`config.mk`:
```
export PLATFORM = sky130hd
export DESIGN_NAME = frrt_ctrl
export DESIGN_NICKNAME = d
export VERILOG_FILES = /design/src/rtl/core/frrt_pkg.sv /design/src/rtl/core/frrt_ctrl.sv
export VERILOG_INCLUDE_DIRS = /design/src /design/src/rtl/core
export SDC_FILE = /design/constraint.sdc
export NUM_CORES = 1
export LEC_CHECK = 0
export BUFFER_PORTS_ARGS = -buffer_cell sky130_fd_sc_hd__buf_2
export CORE_AREA = 2 2 39 41
export DETAILED_ROUTE_END_ITERATION = 8
export DIE_AREA = 0 0 41 43
export PLACE_DENSITY = 0.56
export REMOVE_ABC_BUFFERS = 1
export SKIP_CTS_REPAIR_TIMING = 1
export SYNTH_ARGS = -nofsm -noshare
export SYNTH_HDL_FRONTEND = slang
export SYNTH_SLANG_ARGS = --single-unit
```
`constraint.sdc`:
```
create_clock -name clock -period 1.83 [get_ports clock]
set_input_delay 0.183 -clock clock [delete_from_list [all_inputs] [get_ports clock]]
set_output_delay 0.183 -clock clock [all_outputs]
set_load 0.02 [all_outputs]
```
`src/rtl/core/firewall_range_rule_table_core_macros.svh`:
```
`ifndef FIREWALL_RANGE_RULE_TABLE_CORE_MACROS_SVH
`define FIREWALL_RANGE_RULE_TABLE_CORE_MACROS_SVH

// same-cycle implication
`define FRRT_ASSERT_NOW(lbl, clk, rst, ante, cons, msg) \
   lbl: assert property (@(posedge clk) disable iff (rst) (ante) |-> (cons)) \
      else $error(msg);

// next-cycle implication
`define FRRT_ASSERT_NEXT(lbl, clk, rst, ante, cons, msg) \
   lbl: assert property (@(posedge clk) disable iff (rst) (ante) |=> (cons)) \
      else $error(msg);

`endif

```
`src/rtl/core/frrt_pkg.sv`:
```
package frrt_pkg;

   localparam int DEF_RULE_SLOTS = 64;

   localparam logic [1:0] OP_ADD   = 2'd0;
   localparam logic [1:0] OP_DEL   = 2'd1;
   localparam logic [1:0] OP_CHECK = 2'd2;

   localparam logic [3:0] ST_ADDED       = 4'd0;
   localparam logic [3:0] ST_ADD_INVALID = 4'd1;
   localparam logic [3:0] ST_DELETED     = 4'd2;
   localparam logic [3:0] ST_NO_MATCH    = 4'd3;
   localparam logic [3:0] ST_DEL_INVALID = 4'd4;
   localparam logic [3:0] ST_ACCEPT      = 4'd5;
   localparam logic [3:0] ST_REJECT      = 4'd6;
   localparam logic [3:0] ST_ILLEGAL     = 4'd7;
   localparam logic [3:0] ST_FULL        = 4'd8;

   // first field in the highest bits
   typedef struct packed {
      logic        port_is_range;
      logic        ip_is_range;
      logic [15:0] port_high;
      logic [15:0] port_low;
      logic [31:0] ip_high;
      logic [31:0] ip_low;
      logic [1:0]  op;
   } item_type;

   typedef struct packed {
      logic        valid;
      logic        ip_ranged;
      logic        port_ranged;
      logic [31:0] ip_low;
      logic [31:0] ip_high;
      logic [15:0] port_low;
      logic [15:0] port_high;
   } entry_type;

   localparam int ITEM_W  = $bits(item_type);
   localparam int REQ_W   = ((ITEM_W + 7) / 8) * 8;
   localparam int COUNT_W = 7;
   localparam int RSP_W   = 16;
   localparam int RSP_PAD = RSP_W - COUNT_W - 4;

   typedef struct packed {
      logic load_item;
      logic clr_step;
      logic scan_step;
      logic note_early;
      logic commit_hit;
      logic note_miss;
      logic rsp_load;
   } cmd_type;

   typedef struct packed {
      logic sweep_done;
      logic early;
      logic hit;
      logic scan_end;
   } stat_type;

endpackage

```
`src/rtl/core/frrt_ctrl.sv`:
```
`include "firewall_range_rule_table_core_macros.svh"

module frrt_ctrl (
   input  logic               clock,
   input  logic               reset,
   input  logic               req_tvalid,
   output logic               req_tready,
   output logic               rsp_tvalid,
   input  logic               rsp_tready,
   output frrt_pkg::cmd_type  cmd,
   input  frrt_pkg::stat_type stat
);
   import frrt_pkg::*;

   localparam logic [1:0] S_CLEAR = 2'd0;
   localparam logic [1:0] S_IDLE  = 2'd1;
   localparam logic [1:0] S_SCAN  = 2'd2;
   localparam logic [1:0] S_REPLY = 2'd3;

   logic [1:0] state_ff;
   logic [1:0] state_in;
   logic       rsp_valid_ff;
   logic       rsp_valid_in;

   always_comb begin
      state_in     = state_ff;
      cmd          = '0;
      rsp_valid_in = rsp_valid_ff && !rsp_tready;
      unique case (state_ff)
         S_CLEAR: begin
            if (stat.sweep_done) begin
               state_in = S_IDLE;
            end else begin
               cmd.clr_step = 1'b1;
            end
         end
         S_IDLE: begin
            if (req_tvalid) begin
               cmd.load_item = 1'b1;
               state_in      = S_SCAN;
            end
         end
         S_SCAN: begin
            if (stat.early) begin
               cmd.note_early = 1'b1;
               state_in       = S_REPLY;
            end else if (stat.hit) begin
               cmd.commit_hit = 1'b1;
               state_in       = S_REPLY;
            end else if (stat.scan_end) begin
               cmd.note_miss = 1'b1;
               state_in      = S_REPLY;
            end else begin
               cmd.scan_step = 1'b1;
            end
         end
         S_REPLY: begin
            if (!rsp_valid_ff || rsp_tready) begin
               cmd.rsp_load = 1'b1;
               rsp_valid_in = 1'b1;
               state_in     = S_IDLE;
            end
         end
         default: begin
            state_in = S_CLEAR;
         end
      endcase
   end

   always_ff @(posedge clock) begin
      if (reset) begin
         state_ff     <= S_CLEAR;
         rsp_valid_ff <= 1'b0;
      end else begin
         state_ff     <= state_in;
         rsp_valid_ff <= rsp_valid_in;
      end
   end

   assign req_tready = (state_ff == S_IDLE);
   assign rsp_tvalid = rsp_valid_ff;

   `FRRT_ASSERT_NEXT(a_accept_scans, clock, reset, req_tvalid && req_tready, state_ff == S_SCAN, "accepted item did not start a scan")
   `FRRT_ASSERT_NOW(a_load_free, clock, reset, cmd.rsp_load, !rsp_valid_ff || rsp_tready, "result overwrote a pending item")
   `FRRT_ASSERT_NOW(a_clear_first, clock, reset, $fell(reset), state_ff == S_CLEAR, "no clearing pass after reset")

endmodule

```
# ---- Word level (Yosys, flattened, before mapping)
# Index checks and enable logic that the tools add are counted.
# Widths: inputs -> output; s select.
dict set report word_totals {
  output_inout_bits 9
  reg_bits 3
}
dict set report op_classes {
  eq_ne 7
  muxes 24
  n_reduce_logical 6
}
# operator count
set ops {}
lappend ops {{$mux 1} 15}
lappend ops {{$mux 2} 7}
lappend ops {{$pmux 2 s4} 1}
lappend ops {{$ne 2x2->1 const B} 3}
lappend ops {{$eq 2x2->1 const B} 2}
lappend ops {{$mux 4} 1}
lappend ops {{$ne 4x4->1 const B} 1}
lappend ops {{$reduce_and 4->1} 1}
lappend ops {{$eq 2x1->1 const B} 1}
lappend ops {{$logic_not 1->1} 2}
lappend ops {{$logic_not 2->1} 1}
lappend ops {{$logic_and 1x1->1} 1}
lappend ops {{$logic_or 1x1->1} 1}

# ---- Logic depth before layout (Yosys ltp)
# Gate-level depths: netlist of the first run.
dict set report logic_depth {
  ltp_word 4
  depth_mapped 5
  mapped_depth_nobuf 5
}

# ---- Worst setup path before layout of the first run
# OpenSTA, ideal clock, no wires.
dict set report synth_path {
  path_kind {reg2reg}
  from {register state_ff[0]}
  to {register state_ff[0]}
  stages_incl_launch_ff 6
  n_path_buf 0
  slack_ps 211
  synth_period_minus_slack_ps 1619
  arrival_ps 1498
  path_cell_list {dfxtp_1 -> inv_1 -> ha_1 -> nor4b_4 -> a2111oi_4 -> mux2_4}
}
dict set report synth_between {
  elab_chain_cells 3
  word_cells_on_any_way 10
}
# element line_no
set synth_rtl {}
lappend synth_rtl {{from (decl)} frrt_ctrl.sv:20} ;# logic [1:0] state_ff;
lappend synth_rtl {{from (signal assigned)} frrt_ctrl.sv:75} ;# state_ff <= state_in;
lappend synth_rtl {{$eq 2x2->1, or another cell as far along} frrt_ctrl.sv:29} ;# unique case (state_ff)
lappend synth_rtl {{$ne 4x4->1 (no source line) / $ne 2x2->1 (equally long branches)} n/a}
lappend synth_rtl {{$reduce_and 4->1 (no source line)} n/a}
# Parallel ways exist; a longest one is shown, timed or not.
# A chain may end at the register's enable or synchronous reset.

# ---- Final worst setup path of the first run
# Ends and elaborated chain as after synthesis.

==> flow_summary.json, run 1 <==
{
  "synth_area_um2": 298,
  "seqCellArea_um2": 60.1,
  "start_util_pct": 21.5,
  "ys_types": 16,
  "ant_nets": 0,
  "hp-class": "in2reg",
  "initialDrtViolationCount": 7,
  "via_per_inst": 4.18,
  "wl_per_cell_um": 9.12,
  "relSlewSlack_pct": 78.2,
  "routabilityCongestion": 0.610,
  "fp.coreArea_um2": 1380,
  "wirelength_um": 602,
  "grt_pass1_vias": 242,
  "die_h_um": 43,
  "fin_nets": 64,
  "cp.required_ps": 1940,
  "cts_root_buf": "clkbuf_4",
  "max_freq_ghz": 0.621,
  "min_period_ps": 1610,
  "slew_violations": 0,
  "vias": 276,
  "area_growth_pct": 45.0,
  "hold_violations": 0,
  "tightestPinTransition_ps": 328,
  "max-vdd-ir-drop_uv": 418,
  "fin_ws_ps": 219,
  "status": "complete, no violations",
  "tns_ps": 0,
  "clock-sinks": 3,
  "synth-seq-area-share_pct": 20.2,
  "synth_warnings": 0,
  "rsz0062_at_grt": "false",
  "path_clk_slew_ps": 30,
  "cp-end-kind": "flip-flop",
  "die-area_um2": 1760,
  "grt_max_degree": 6,
  "fin_skew_ps": 1.39,
  "track_usage_pct": 8.31,
  "cp_max_fo": 4,
  "overflow": 0,
  "synth-seq-cells": 3,
  "htreeDepth": 1,
  "clockBufferDepth": 2,
  "hpwlAfterDp_um": 526,
  "pre_cts_ws_ps": 216,
  "timing.max_cap.violations": 0,
  "layout-drive-gt1-share_pct": 48.0,
  "arrival_ps": 1730,
  "ios": 17,
  "leakagePower_uw": 0.000236,
  "dieWidth_um": 41,
  "cts_tree": "built",
  "setup_viol_count_final": 0,
  "rows": 14,
  "synth_cells": 29,
  "final_cells": 66,
  "startpoint_type": "flip-flop",
  "drtPass1Iterations": 4,
  "cts_inserted_buffers": 3,
  "path_class": "reg2reg",
  "antenna_found_initial": 0,
  "clk_latency_ps": 230,
  "fin_crit_sh_pct": 88.0,
  "port_buffers": 16,
  "power.density_nw_per_um2": 1150,
  "grt_pass1_wl_um": 931,
  "fill_cells": 155,
  "p_total_uw": 498,
  "multi_input_area_um2": 223,
  "drc_errors": 0,
  "dp_cells": 62,
  "n_antenna_cell": 0,
  "avgSynthCellArea_um2": 10.3,
  "holdWs_ps": 173
}
[worst max-delay path, cell delays in order (launching register included)]
cell and delay, ps:
dfxtp_1 330, inv_1 70, ha_1 230, nor4b_4 150, a2111oi_4 380, mux2_4 330
[worst paths after layout]
path	depth (start not counted)	slack [ps]	endpoint	from
worst max-delay path	5	220	state_ff[0]	state_ff[0]
worst min-delay path	2	170	rsp_tvalid	reset
worst max register to register	5	220	state_ff[0]	state_ff[0]
worst min register to register	2	520	rsp_tvalid	rsp_tvalid
[sequential cells by signal (all words and copies together), names as in the netlist]
register,count
rsp_tvalid,1
state_ff,2
[stage by stage]
stage	cell area [um^2]	utilization (%)
finish	432	31.2
detailed placement	405	29.3
global route	432	31.2
CTS	432	31.2
global placement	405	29.3
floorplan	298	-
[logic make-up after synthesis]
logic type               share of synthesized area (%)
flip-flops                                        20.2
buffers and inverters                             5.04
multiplexers                                      8.40
AO/OA/AOI/OAI                                     13.4
adder cells (fa/ha/maj)                           21.0
AND/OR/NAND/NOR                                   31.9
[power by group]
part / internal [uW] / switching [uW] / total, uW
clock network: 81.5 / 31.5 / 113
logic: 135 / 148 / 283
registers: 86.0 / 15.9 / 102
[synth_stat cells]
| cell type | number | area (um^2) |
|---|---|---|
| ha_1 | 5 | 62.6 |
| mux2_4 | 1 | 15.0 |
| a21oi_1 | 1 | 5.00 |
| and2_2 | 1 | 7.51 |
| a2111oi_4 | 1 | 27.5 |
| inv_1 | 4 | 15.0 |
| nor4bb_1 | 1 | 10.0 |
| nor4b_4 | 1 | 23.8 |
| dfxtp_1 | 3 | 60.1 |
| and2_1 | 1 | 6.26 |
| and3b_1 | 2 | 17.5 |
| nor2_1 | 3 | 11.3 |
| a21boi_0 | 1 | 7.51 |
| nand2b_1 | 2 | 12.5 |
| nor2b_1 | 1 | 6.26 |
| mux2i_1 | 1 | 10.0 |
[placed cells by master, fill, tap and decap left out]
master,n
clkbuf_1,1
and3b_1,2
a21boi_0,1
buf_4,1
nor4bb_1,1
mux2i_1,1
ha_1,5
inv_1,4
nand2b_1,2
buf_2,16
a21oi_1,1
and2_2,1
dfxtp_1,3
and2_1,1
nor2_1,3
mux2_4,1
clkbuf_4,3
nor4b_4,1
nor2b_1,1
a2111oi_4,1
[area by class of cell]
type / instances / area share (%)
sequential: 3 / 13.9
timing repair buffer: 17 / 20.3
multi-input combinational: 22 / 51.6
clock buffer: 4 / 6.09
tap: 16 / 4.64
inverter: 4 / 3.48
[routing by layer]
| metal | GRT usage, % | part of all wire [%] | vias up |
|---|---|---|---|
| li1 | - | - | 141 |
| met1 | 8.28 | 38 | 121 |
| met2 | 12.2 | 47 | 14 |
| met3 | 6.28 | 14 | 0 |
| met4 | 4.00 | 0 | 0 |
| met5 | 0 | 0 | - |
No activity file was read; power rests on OpenSTA's default activity.
==> run 2, diff against run 1 <==
Clock period 1.83 ns to 1.73 ns, I/O delays scaled along.
==> run 2 against run 1 <==
Against the previous run: via count is 2.9% lower; power grew 4.9%; register-to-register slack worse by 80 ps; fmax up 1.3%; global-route usage fell by 0.59 points; non-clock buffer count unchanged; utilization did not move; critical endpoint unchanged.
==> flow_summary.json, run 2 (same netlist as run 1, synthesis figures left out) <==
{
  "status": "complete, no violations",
  "via_per_inst": 4.06,
  "hold_violations": 0,
  "max_freq_ghz": 0.629,
  "mostFrequentLayoutCells": "buf_2, ha_1, inv_1",
  "tightestPinTransition_ps": 334,
  "fin_skew_ps": 0.170,
  "power.density_nw_per_um2": 1210,
  "ant_nets": 0,
  "min_period_ps": 1590,
  "cp.required_ps": 1850,
  "max-vdd-ir-drop_uv": 366,
  "dp_cells": 62,
  "fp.coreArea_um2": 1380,
  "fin_crit_sh_pct": 91.9,
  "timing.max_cap.violations": 0,
  "start_util_pct": 21.5,
  "largest_register_ff_count": 2,
  "path_clk_slew_ps": 30,
  "grt_pass1_wl_um": 821,
  "final_cells": 66,
  "grt_pass1_vias": 233,
  "setup_viol_count_final": 0,
  "rsz0062_at_grt": "false",
  "cp_max_fo": 4,
  "drc_errors": 0,
  "cts_tree": "built",
  "path_class": "reg2reg",
  "cp-end-kind": "flip-flop",
  "antenna_found_initial": 0,
  "grt_max_degree": 6,
  "relSlewSlack_pct": 77.7,
  "initialDrtViolationCount": 0,
  "slew_violations": 0,
  "hp-class": "in2reg",
  "top_register": "state_ff",
  "die_h_um": 43,
  "die-area_um2": 1760,
  "arrival_ps": 1710,
  "routabilityCongestion": 0.600,
  "hpwlAfterDp_um": 492,
  "tns_ps": 0,
  "dieWidth_um": 41,
  "leakagePower_uw": 0.000236,
  "holdWs_ps": 164,
  "clk_latency_ps": 230,
  "wirelength_um": 568,
  "fin_ws_ps": 140,
  "layout-drive-gt1-share_pct": 48.0,
  "n_antenna_cell": 0,
  "pre_cts_ws_ps": 125,
  "rows": 14,
  "cts_inserted_buffers": 3,
  "track_usage_pct": 7.72,
  "drtPass1Iterations": 1,
  "clock-sinks": 3,
  "vias": 268,
  "port_buffers": 16,
  "fin_nets": 64,
  "area_growth_pct": 45.0,
  "clockBufferDepth": 2,
  "cts_root_buf": "clkbuf_4",
  "startpoint_type": "flip-flop",
  "layout_commonest_cell": "buf_2",
  "final_core_util_pct": 31.2,
  "wl_per_cell_um": 8.61,
  "overflow": 0,
  "htreeDepth": 1,
  "ios": 17
}
run 2: cell counts in the layout (fill, tap and decap cells not counted):
Identical to the previous run, type by type.
run 2: final cells by class:
| cell class | instances | area, um^2 |
|---|---|---|
| fillers | 152 | 952 |
| multi-input cells | 22 | 223 |
| repair buffers | 17 | 87.6 |
| flip-flops and latches | 3 | 60.1 |
| clock buffers | 4 | 26.3 |
| well taps | 16 | 20.0 |
| inverters | 4 | 15.0 |
run 2: stage by stage:
step / instance area, um^2 / power, uW
after floorplan: 298 / 323
after global placement: 405 / 406
after detailed placement: 405 / 408
after CTS: 432 / 539
after global routing: 432 / 574
final: 432 / 523
run 2: worst paths after layout:
kind,startpoint,end,slack (ps),cells after the start
worst max-delay path,state_ff[0],state_ff[0],140,5
worst min-delay path,reset,rsp_tvalid,160,2
worst max register to register,state_ff[0],state_ff[0],140,5
worst min register to register,state_ff[1],state_ff[1],510,2
run 2: critical path: stages, from the launching register on:
cell       delay, ps
dfxtp_1          310
inv_1             70
ha_1             230
nor4b_4          150
a2111oi_4        380
mux2_4           330
run 2: routing by layer:
layer | vias to the layer above | track usage [%] | routed length (um)
met2 | 14 | 12.2 | 272
met3 | 2 | 4.71 | 73
li1 | 139 | - | -
met5 | - | 0 | 0
met4 | 0 | 8.00 | 10
met1 | 113 | 5.45 | 213
run 2: where the power goes:
part	internal [uW]	leakage, uW	switching [uW]
Clock	86.3	0.0000150	34.4
Combinational	142	0.000197	156
Sequential	90.9	0.0000247	13.2
